<file path="config.mk">
export PLATFORM = sky130hd
export DESIGN_NAME = xml_entity_escaper_core_flat
export DESIGN_NICKNAME = d
export VERILOG_FILES = /design/src/hdl/xee_pkg.sv /design/src/hdl/xee_in_if.sv /design/src/hdl/xee_out_if.sv /design/src/hdl/xee_cfg_if.sv /design/src/hdl/xee_front.sv /design/src/hdl/xee_queue.sv /design/src/hdl/xee_back.sv /design/src/hdl/xml_entity_escaper_core.sv /design/src/flat_wrapper.sv
export SDC_FILE = /design/constraint.sdc
export NUM_CORES = 1
export LEC_CHECK = 0
export BUFFER_PORTS_ARGS = -buffer_cell sky130_fd_sc_hd__buf_2
export CORE_MARGIN = 1
export CORE_UTILIZATION = 64
export DETAILED_ROUTE_END_ITERATION = 8
export PLACE_DENSITY = 0.84
export SETUP_SLACK_MARGIN = 0.5
export SLEW_MARGIN = 20
export SYNTH_ARGS = -nofsm -noshare
export SYNTH_HDL_FRONTEND = slang
export SYNTH_SLANG_ARGS = --single-unit
</file>
<file path="constraint.sdc">
create_clock -name clk -period 5.2 [get_ports clk]
set_input_delay 0.52 -clock clk [delete_from_list [all_inputs] [get_ports clk]]
set_output_delay 0.52 -clock clk [all_outputs]
set_load 0.05 [all_outputs]
</file>
<file path="src/hdl/xee_pkg.sv">
package xee_pkg;

  typedef enum logic [2:0] {
    KIND_NONE,
    KIND_PLAIN,
    KIND_QUOT,
    KIND_AMP,
    KIND_LT,
    KIND_GT,
    KIND_NBSP,
    KIND_HEX
  } kind_t;

  typedef struct packed {
    logic        lead_c2;
    kind_t       kind;
    logic [7:0]  byte_val;
  } desc_t;

  localparam logic [7:0] BYTE_QUOT   = 8'h22;
  localparam logic [7:0] BYTE_AMP    = 8'h26;
  localparam logic [7:0] BYTE_LT     = 8'h3C;
  localparam logic [7:0] BYTE_GT     = 8'h3E;
  localparam logic [7:0] BYTE_LEAD   = 8'hC2;
  localparam logic [7:0] BYTE_NBSP   = 8'hA0;
  localparam logic [7:0] BYTE_CTRL_L = 8'h20;

  localparam logic [47:0] ENT_QUOT = "&quot;";
  localparam logic [47:0] ENT_AMP  = {"&amp;", 8'h00};
  localparam logic [47:0] ENT_LT   = {"&lt;", 16'h0000};
  localparam logic [47:0] ENT_GT   = {"&gt;", 16'h0000};
  localparam logic [47:0] ENT_NBSP = "&nbsp;";
  localparam logic [23:0] ENT_HEX_HEAD = "&#x";
  localparam logic [7:0]  ENT_SEMI = ";";

  function automatic logic [7:0] hex_digit(input logic [3:0] nib);
    logic [7:0] r;
    if (nib < 4'd10) begin
      r = 8'h30 + {4'h0, nib};
    end else begin
      r = 8'h37 + {4'h0, nib};
    end
    return r;
  endfunction

  function automatic logic [2:0] desc_len(input desc_t d);
    logic [2:0] n;
    case (d.kind)
      KIND_NONE:  n = 3'd0;
      KIND_PLAIN: n = 3'd1;
      KIND_QUOT:  n = 3'd6;
      KIND_AMP:   n = 3'd5;
      KIND_LT:    n = 3'd4;
      KIND_GT:    n = 3'd4;
      KIND_NBSP:  n = 3'd6;
      KIND_HEX:   n = 3'd6;
      default:    n = 3'd0;
    endcase
    return n + {2'b00, d.lead_c2};
  endfunction

  function automatic logic [7:0] desc_byte(input desc_t d, input logic [2:0] pos);
    logic [47:0] txt;
    logic [2:0]  idx;
    logic [2:0]  sel;
    logic [7:0]  r;
    idx = pos - {2'b00, d.lead_c2};
    sel = 3'd5 - idx;
    case (d.kind)
      KIND_QUOT: txt = ENT_QUOT;
      KIND_AMP:  txt = ENT_AMP;
      KIND_LT:   txt = ENT_LT;
      KIND_GT:   txt = ENT_GT;
      KIND_NBSP: txt = ENT_NBSP;
      KIND_HEX:  txt = {ENT_HEX_HEAD, hex_digit(d.byte_val[7:4]),
                        hex_digit(d.byte_val[3:0]), ENT_SEMI};
      default:   txt = {40'h0, d.byte_val};
    endcase
    if (d.lead_c2 && (pos == 3'd0)) begin
      r = BYTE_LEAD;
    end else if (d.kind == KIND_PLAIN) begin
      r = d.byte_val;
    end else begin
      r = txt[{sel, 3'b000} +: 8];
    end
    return r;
  endfunction

endpackage

</file>
<file path="src/hdl/xee_in_if.sv">
interface xee_in_if;
  logic       valid;
  logic       ready;
  logic [7:0] in_byte;
  logic       end_of_text;

  modport source (output valid, output in_byte, output end_of_text, input ready);
  modport sink   (input valid, input in_byte, input end_of_text, output ready);
endinterface

</file>
<file path="src/hdl/xee_out_if.sv">
interface xee_out_if;
  logic       valid;
  logic       ready;
  logic [7:0] out_byte;
  logic       run_last;

  modport source (output valid, output out_byte, output run_last, input ready);
  modport sink   (input valid, input out_byte, input run_last, output ready);
endinterface

</file>
<file path="src/hdl/xee_cfg_if.sv">
interface xee_cfg_if;
  logic valid;
  logic ready;
  logic attribute_mode;

  modport source (output valid, output attribute_mode, input ready);
  modport sink   (input valid, input attribute_mode, output ready);
endinterface

</file>
<file path="src/hdl/xee_front.sv">
module xee_front (
  input  logic             clk,
  input  logic             rst_n,
  xee_in_if.sink           in_ch,
  xee_cfg_if.sink          cfg_ch,
  input  logic             q_full,
  output logic             q_push,
  output xee_pkg::desc_t   q_desc
);

  logic held_r, held_nxt;
  logic attr_r, attr_nxt;
  logic accept;
  logic is_lead;
  logic is_nbsp;
  xee_pkg::kind_t byte_kind;

  assign in_ch.ready  = !q_full;
  assign cfg_ch.ready = 1'b1;
  assign accept       = in_ch.valid && !q_full;
  assign is_lead      = (in_ch.in_byte == xee_pkg::BYTE_LEAD);
  assign is_nbsp      = (in_ch.in_byte == xee_pkg::BYTE_NBSP);

  always_comb begin
    case (in_ch.in_byte)
      xee_pkg::BYTE_QUOT: byte_kind = xee_pkg::KIND_QUOT;
      xee_pkg::BYTE_AMP:  byte_kind = xee_pkg::KIND_AMP;
      xee_pkg::BYTE_LT:   byte_kind = xee_pkg::KIND_LT;
      xee_pkg::BYTE_GT:   byte_kind = xee_pkg::KIND_GT;
      default: begin
        if (attr_r && (in_ch.in_byte < xee_pkg::BYTE_CTRL_L)) begin
          byte_kind = xee_pkg::KIND_HEX;
        end else begin
          byte_kind = xee_pkg::KIND_PLAIN;
        end
      end
    endcase
  end

  always_comb begin
    held_nxt         = held_r;
    q_desc.lead_c2   = held_r;
    q_desc.kind      = byte_kind;
    q_desc.byte_val  = in_ch.in_byte;
    if (held_r && is_nbsp) begin
      q_desc.lead_c2 = 1'b0;
      q_desc.kind    = xee_pkg::KIND_NBSP;
    end else if (is_lead) begin
      q_desc.kind    = in_ch.end_of_text ? xee_pkg::KIND_PLAIN : xee_pkg::KIND_NONE;
    end
    if (accept) begin
      held_nxt = is_lead && !in_ch.end_of_text && !(held_r && is_nbsp);
    end
    q_push = accept && (q_desc.lead_c2 || (q_desc.kind != xee_pkg::KIND_NONE));
  end

  assign attr_nxt = cfg_ch.valid ? cfg_ch.attribute_mode : attr_r;

  always_ff @(posedge clk) begin
    if (!rst_n) begin
      held_r <= 1'b0;
      attr_r <= 1'b0;
    end else begin
      held_r <= held_nxt;
      attr_r <= attr_nxt;
    end
  end

endmodule

</file>
<file path="src/hdl/xee_queue.sv">
module xee_queue #(
  parameter int DEPTH = 2
) (
  input  logic             clk,
  input  logic             rst_n,
  input  logic             push,
  input  xee_pkg::desc_t   push_desc,
  output logic             full,
  input  logic             pop,
  output xee_pkg::desc_t   head_desc,
  output logic             empty
);

  localparam int PW = (DEPTH > 1) ? $clog2(DEPTH) : 1;
  localparam int CW = $clog2(DEPTH + 1);

  xee_pkg::desc_t mem_r [DEPTH];
  logic [PW-1:0]  wr_ptr_r, wr_ptr_nxt;
  logic [PW-1:0]  rd_ptr_r, rd_ptr_nxt;
  logic [CW-1:0]  count_r, count_nxt;

  assign full      = (count_r == CW'(DEPTH));
  assign empty     = (count_r == '0);
  assign head_desc = mem_r[rd_ptr_r];

  always_comb begin
    wr_ptr_nxt = wr_ptr_r;
    rd_ptr_nxt = rd_ptr_r;
    count_nxt  = count_r;
    if (push) begin
      wr_ptr_nxt = (wr_ptr_r == PW'(DEPTH - 1)) ? '0 : wr_ptr_r + 1'b1;
    end
    if (pop) begin
      rd_ptr_nxt = (rd_ptr_r == PW'(DEPTH - 1)) ? '0 : rd_ptr_r + 1'b1;
    end
    if (push && !pop) begin
      count_nxt = count_r + 1'b1;
    end else if (pop && !push) begin
      count_nxt = count_r - 1'b1;
    end
  end

  always_ff @(posedge clk) begin
    if (!rst_n) begin
      wr_ptr_r <= '0;
      rd_ptr_r <= '0;
      count_r  <= '0;
    end else begin
      wr_ptr_r <= wr_ptr_nxt;
      rd_ptr_r <= rd_ptr_nxt;
      count_r  <= count_nxt;
    end
  end

  always_ff @(posedge clk) begin
    if (push) begin
      mem_r[wr_ptr_r] <= push_desc;
    end
  end

endmodule

</file>
<file path="src/hdl/xee_back.sv">
module xee_back (
  input  logic             clk,
  input  logic             rst_n,
  input  xee_pkg::desc_t   head_desc,
  input  logic             q_empty,
  output logic             q_pop,
  xee_out_if.source        out_ch
);

  logic       out_valid_r, out_valid_nxt;
  logic [7:0] out_byte_r, out_byte_nxt;
  logic       run_last_r, run_last_nxt;
  logic [2:0] pos_r, pos_nxt;
  logic       load;
  logic       take;
  logic       last;

  assign load = !out_valid_r || out_ch.ready;
  assign take = load && !q_empty;
  assign last = (pos_r == (xee_pkg::desc_len(head_desc) - 3'd1));

  always_comb begin
    q_pop         = take && last;
    pos_nxt       = pos_r;
    out_valid_nxt = out_valid_r;
    out_byte_nxt  = out_byte_r;
    run_last_nxt  = run_last_r;
    if (load) begin
      out_valid_nxt = !q_empty;
    end
    if (take) begin
      out_byte_nxt = xee_pkg::desc_byte(head_desc, pos_r);
      run_last_nxt = last;
      pos_nxt      = last ? 3'd0 : pos_r + 3'd1;
    end
  end

  always_ff @(posedge clk) begin
    if (!rst_n) begin
      out_valid_r <= 1'b0;
      pos_r       <= 3'd0;
    end else begin
      out_valid_r <= out_valid_nxt;
      pos_r       <= pos_nxt;
    end
  end

  always_ff @(posedge clk) begin
    out_byte_r <= out_byte_nxt;
    run_last_r <= run_last_nxt;
  end

  assign out_ch.valid    = out_valid_r;
  assign out_ch.out_byte = out_byte_r;
  assign out_ch.run_last = run_last_r;

endmodule

</file>
<file path="src/hdl/xml_entity_escaper_core.sv">
// The first output byte of an item passes through the queue and then the output register;
// a C2 byte without end of text waits for the next item before anything is sent.
// Throughput: one output byte per cycle while out_ch.ready is high, set by the serializer;
// a one-byte item is then accepted every cycle; an entity goes out one byte at a time.
// Reset (rst_n, synchronous, active low) clears the held C2 flag, attribute mode and queue.
module xml_entity_escaper_core #(
  parameter int QUEUE_DEPTH = 2
) (
  input  logic        clk,
  input  logic        rst_n,
  xee_in_if.sink      in_ch,
  xee_cfg_if.sink     cfg_ch,
  xee_out_if.source   out_ch
);

  logic           q_push;
  logic           q_pop;
  logic           q_full;
  logic           q_empty;
  xee_pkg::desc_t push_desc;
  xee_pkg::desc_t head_desc;

  xee_front u_front (
    .clk    (clk),
    .rst_n  (rst_n),
    .in_ch  (in_ch),
    .cfg_ch (cfg_ch),
    .q_full (q_full),
    .q_push (q_push),
    .q_desc (push_desc)
  );

  xee_queue #(
    .DEPTH (QUEUE_DEPTH)
  ) u_queue (
    .clk       (clk),
    .rst_n     (rst_n),
    .push      (q_push),
    .push_desc (push_desc),
    .full      (q_full),
    .pop       (q_pop),
    .head_desc (head_desc),
    .empty     (q_empty)
  );

  xee_back u_back (
    .clk       (clk),
    .rst_n     (rst_n),
    .head_desc (head_desc),
    .q_empty   (q_empty),
    .q_pop     (q_pop),
    .out_ch    (out_ch)
  );

endmodule

</file>
<file path="src/flat_wrapper.sv">
// flat-port wrapper written by rule: the top's interface ports become plain ports
module xml_entity_escaper_core_flat 
#(
  parameter int QUEUE_DEPTH = 2
)
  (clk, rst_n, in_ch_valid, in_ch_in_byte, in_ch_end_of_text, in_ch_ready, cfg_ch_valid, cfg_ch_attribute_mode, cfg_ch_ready, out_ch_valid, out_ch_out_byte, out_ch_run_last, out_ch_ready);
  xee_in_if in_ch_i ();
  xee_cfg_if cfg_ch_i ();
  xee_out_if out_ch_i ();
  input  logic clk;
  input  logic rst_n;
  input wire logic [$bits(in_ch_i.valid)-1:0] in_ch_valid;
  input wire logic [$bits(in_ch_i.in_byte)-1:0] in_ch_in_byte;
  input wire logic [$bits(in_ch_i.end_of_text)-1:0] in_ch_end_of_text;
  output wire logic [$bits(in_ch_i.ready)-1:0] in_ch_ready;
  input wire logic [$bits(cfg_ch_i.valid)-1:0] cfg_ch_valid;
  input wire logic [$bits(cfg_ch_i.attribute_mode)-1:0] cfg_ch_attribute_mode;
  output wire logic [$bits(cfg_ch_i.ready)-1:0] cfg_ch_ready;
  output wire logic [$bits(out_ch_i.valid)-1:0] out_ch_valid;
  output wire logic [$bits(out_ch_i.out_byte)-1:0] out_ch_out_byte;
  output wire logic [$bits(out_ch_i.run_last)-1:0] out_ch_run_last;
  input wire logic [$bits(out_ch_i.ready)-1:0] out_ch_ready;
  assign in_ch_i.valid = in_ch_valid;
  assign in_ch_i.in_byte = in_ch_in_byte;
  assign in_ch_i.end_of_text = in_ch_end_of_text;
  assign in_ch_ready = in_ch_i.ready;
  assign cfg_ch_i.valid = cfg_ch_valid;
  assign cfg_ch_i.attribute_mode = cfg_ch_attribute_mode;
  assign cfg_ch_ready = cfg_ch_i.ready;
  assign out_ch_valid = out_ch_i.valid;
  assign out_ch_out_byte = out_ch_i.out_byte;
  assign out_ch_run_last = out_ch_i.run_last;
  assign out_ch_i.ready = out_ch_ready;
  xml_entity_escaper_core #(.QUEUE_DEPTH(QUEUE_DEPTH)) u_core (.clk(clk), .rst_n(rst_n), .in_ch(in_ch_i), .cfg_ch(cfg_ch_i), .out_ch(out_ch_i));
endmodule
</file>
==> metrics <==
status complete, no violations; initial antenna violation count 0; Gate power share 56.2%; most common cell after layout, fill and taps aside edfxtp_1; worst-path cell chain buf_4 -> nor2b_1 -> a2bb2oi_1 -> ha_1 -> xnor2_1 -> nor4b_4 -> nand2_1 -> ha_1 -> or3_1 -> a21boi_0; Final ANT Viol Nets 0; I/O Pins 27; clock skew between 0.01 and 0.015 ns; die area 4760 µm²; CP Class reg2reg; CTS tree built; worst-margin pin slew 0.969 ns; Hold Violations, Final 0; Core Util, Final between 70% and 80%; Worst R2R Setup Slack roughly 1.9 ns; clock tree root driver cell clkbuf_8; Syn Inst Count between 200 and 300; number of CTS-inserted buffers 5; Clock power frac between 10% and 20%; Total Neg Setup Slack 0 ns; Tot GR Track Use between 20 and 30%; internal power 0.00100 W; worst min path class in2reg; worst r2r path cells 10; post-synthesis sequential area ratio 42.1%; slew margin rel. roughly 34%; hold slack 0.439 ns; Worst path slowest cell a2bb2oi_1; Final Cell Area about 3100 µm²; Crit path largest cell delay ~0.45 ns; Rows 24; via count 2499; DRC 0; EDFF count, synth 33; grt ovf 0; Switch Pwr about 0.00086 W; Seq pwr share roughly 29%; flops & latches, synth 44; Mapped Avg Cell Area between 9 and 10 µm²; global-route wire length before repair about 11000 µm; CP endpoint u_core.u_queue.count_r[1]; final setup vio count 0; Lkg Pwr ~1.1 nW; Post-CTS Setup Inserts 0; Cell Pwr Density between 500 and 600 nW/µm²; area grow syn2layout 9.19%; Setup crit start kind register; f_max 305 MHz; worst vdd rail ir drop approximately 340 µV; vias in the first global route ~2200; post-cts resize count 0; Max FO, Critical Path 36; starting DRC count in detailed routing about 500; post-detail-place hpwl about 4800 µm; Starting Density 66.5%; worst skew pair latency 0.30 ns; Buffers on Ports 25; fin nets 342; CP required approximately 5.4 ns; Mapped Nets 320; Syn Std Cell Area 2870 µm²; die height ~69 µm; total wire length ~6700 µm; final period utilization a little over three fifths; DR vias/cell 6.74; # Max-Cap Violations 0; largest net degree at the start of global routing 37; most frequent cells in the layout 33 x edfxtp_1, 27 x nand2_1, 25 x buf_2; Clock Sinks 44; Worst-path clk slew approximately 0.080 ns; reg2reg end u_core.u_queue.count_r[1]; share of cells above drive strength 1 between 10% and 20%; Yosys Warn Count 0; crit path time final around 3.3 ns; placement-stage cell area about 3000 µm²; clk buf depth 2; H-tree depth 2; Netlist cell types between 60 and 70; Slew Limit Fails 0; WP data arrival about 3.5 ns; top_reg_cell synth edfxtp_1; CP most frequent cell ha_1; Routed wire per std cell 18.0 µm; DR pass1 iterations 6; RSZ-0062 raised after global routing no; Setup crit end kind register; ys async rst share 0%; hold buffers post-CTS 0; ANT cells 0; RD Place Congestion between 0.9 and 1; core footprint roughly 4300 µm²; Sw Ratio between 40% and 50%; Chip Width around 69 µm
registers in the layout, indices dropped and copies added (netlist names), named ones only:
| name | flops |
|---|---|
| u_core.u_back.out_ch.run_last | 1 |
| u_core.u_back.out_ch.out_byte | 8 |
| u_core.u_back.pos_r | 3 |
| u_core.u_back.out_ch.valid | 1 |
| u_core.u_queue.mem_r | 24 |
| u_core.u_queue.rd_ptr_r | 1 |
| u_core.u_front.held_r | 1 |
| u_core.u_queue.wr_ptr_r | 1 |
| u_core.u_front.attr_r | 1 |
| u_core.u_queue.count_r | 2 |
cell usage after synthesis, drive strengths merged, types with 3 or more instances:
| cell type | number | share of area (%) |
|---|---|---|
| buf | 6 | 1.3 |
| xor2 | 4 | 1.2 |
| o22ai | 6 | 1.3 |
| a21oi | 20 | 3.5 |
| nand2 | 27 | 3.5 |
| nor2 | 16 | 2.4 |
| o21ai | 23 | 4.0 |
| dfxtp | 11 | 7.7 |
| nand3 | 11 | 1.9 |
| o31ai | 3 | 0.78 |
| inv | 12 | 1.6 |
| and2 | 8 | 1.7 |
| nor4b | 4 | 1.7 |
| a32oi | 3 | 0.91 |
| xnor2 | 9 | 2.7 |
| or3 | 3 | 0.65 |
| clkbuf | 5 | 0.65 |
| nor3 | 8 | 1.4 |
| mux2i | 14 | 4.9 |
| a311oi | 3 | 0.91 |
| edfxtp | 33 | 34 |
| nor2b | 5 | 1.1 |
| mux2 | 5 | 2.0 |
| ha | 9 | 3.9 |
| a31oi | 3 | 0.65 |
per-stage QoR:
step	setup WS [ns]	cells	total power (W)
5_1_grt	1.66	371	0.00197
3_5_place_dp	1.93	363	0.00158
4_1_cts	1.89	371	0.00185
2_1_floorplan	1.94	296	0.00136
6_report	1.92	371	0.00186
3_3_place_gp	2.02	363	0.00157
layout make-up:
| class | instances | area (µm²) |
|---|---|---|
| inverter | 12 | 45.0 |
| clock buffer | 8 | 123 |
| fill | 319 | 1190 |
| tap | 52 | 65.1 |
| timing repair buffer | 26 | 133 |
| multi-input combinational | 229 | 1560 |
| sequential | 44 | 1210 |
worst min-delay path by stage:
| stage | slack (ns) | depth (start not counted) | endpoint | startpoint |
|---|---|---|---|---|
| after global routing | 0.43 | 1 | u_core.u_queue.mem_r[0][0] | in_ch_in_byte[0] |
| after floorplan | 0.47 | 2 | u_core.u_front.attr_r | u_core.u_front.attr_r |
| after CTS | 0.43 | 1 | u_core.u_queue.mem_r[0][0] | in_ch_in_byte[0] |
| final | 0.44 | 1 | u_core.u_queue.mem_r[0][0] | in_ch_in_byte[0] |
| after detailed placement | 0.52 | 2 | u_core.u_queue.count_r[1] | u_core.u_queue.count_r[1] |
| after global placement | 0.50 | 2 | u_core.u_front.attr_r | u_core.u_front.attr_r |
power by group through the flow:
stage          Clock (W)  Combinational (W)  Sequential (W)
2_1_floorplan          0           0.000681        0.000680
3_3_place_gp           0            0.00102        0.000548
3_5_place_dp           0            0.00102        0.000555
4_1_cts         0.000273            0.00103        0.000547
5_1_grt         0.000285            0.00113        0.000559
6_report        0.000268            0.00104        0.000546
logic make-up after synthesis:
kind of cell,after synthesis,share of synthesized area [%]
muxes,19,6.83
buffers and inverters,23,3.53
DFF,44,42.1
AOI/OAI and AO/OA,89,20.7
other,1,0.130
adders and majority gates,10,4.27
xor gates and xnor gates,13,3.96
and+or+nand+nor,97,18.5
metal layers:
metal  GRT usage, %  vias up  wire, µm
met2           46.8      125      3110
li1               -     1177         -
met3           5.12       33       430
met4           12.7        0       291
met5              0        -         0
met1           40.3     1164      2830
critical path, delay by kind of cell, from the launching register on:
family | cells | cell delay, ns
simple gates | 4 | 1.01
fa+ha+maj | 2 | 0.69
compound gates | 2 | 0.61
buf+inv | 1 | 0.37
flops | 1 | 0.36
xor+xnor | 1 | 0.16
No activity file was read; power rests on OpenSTA's default activity.
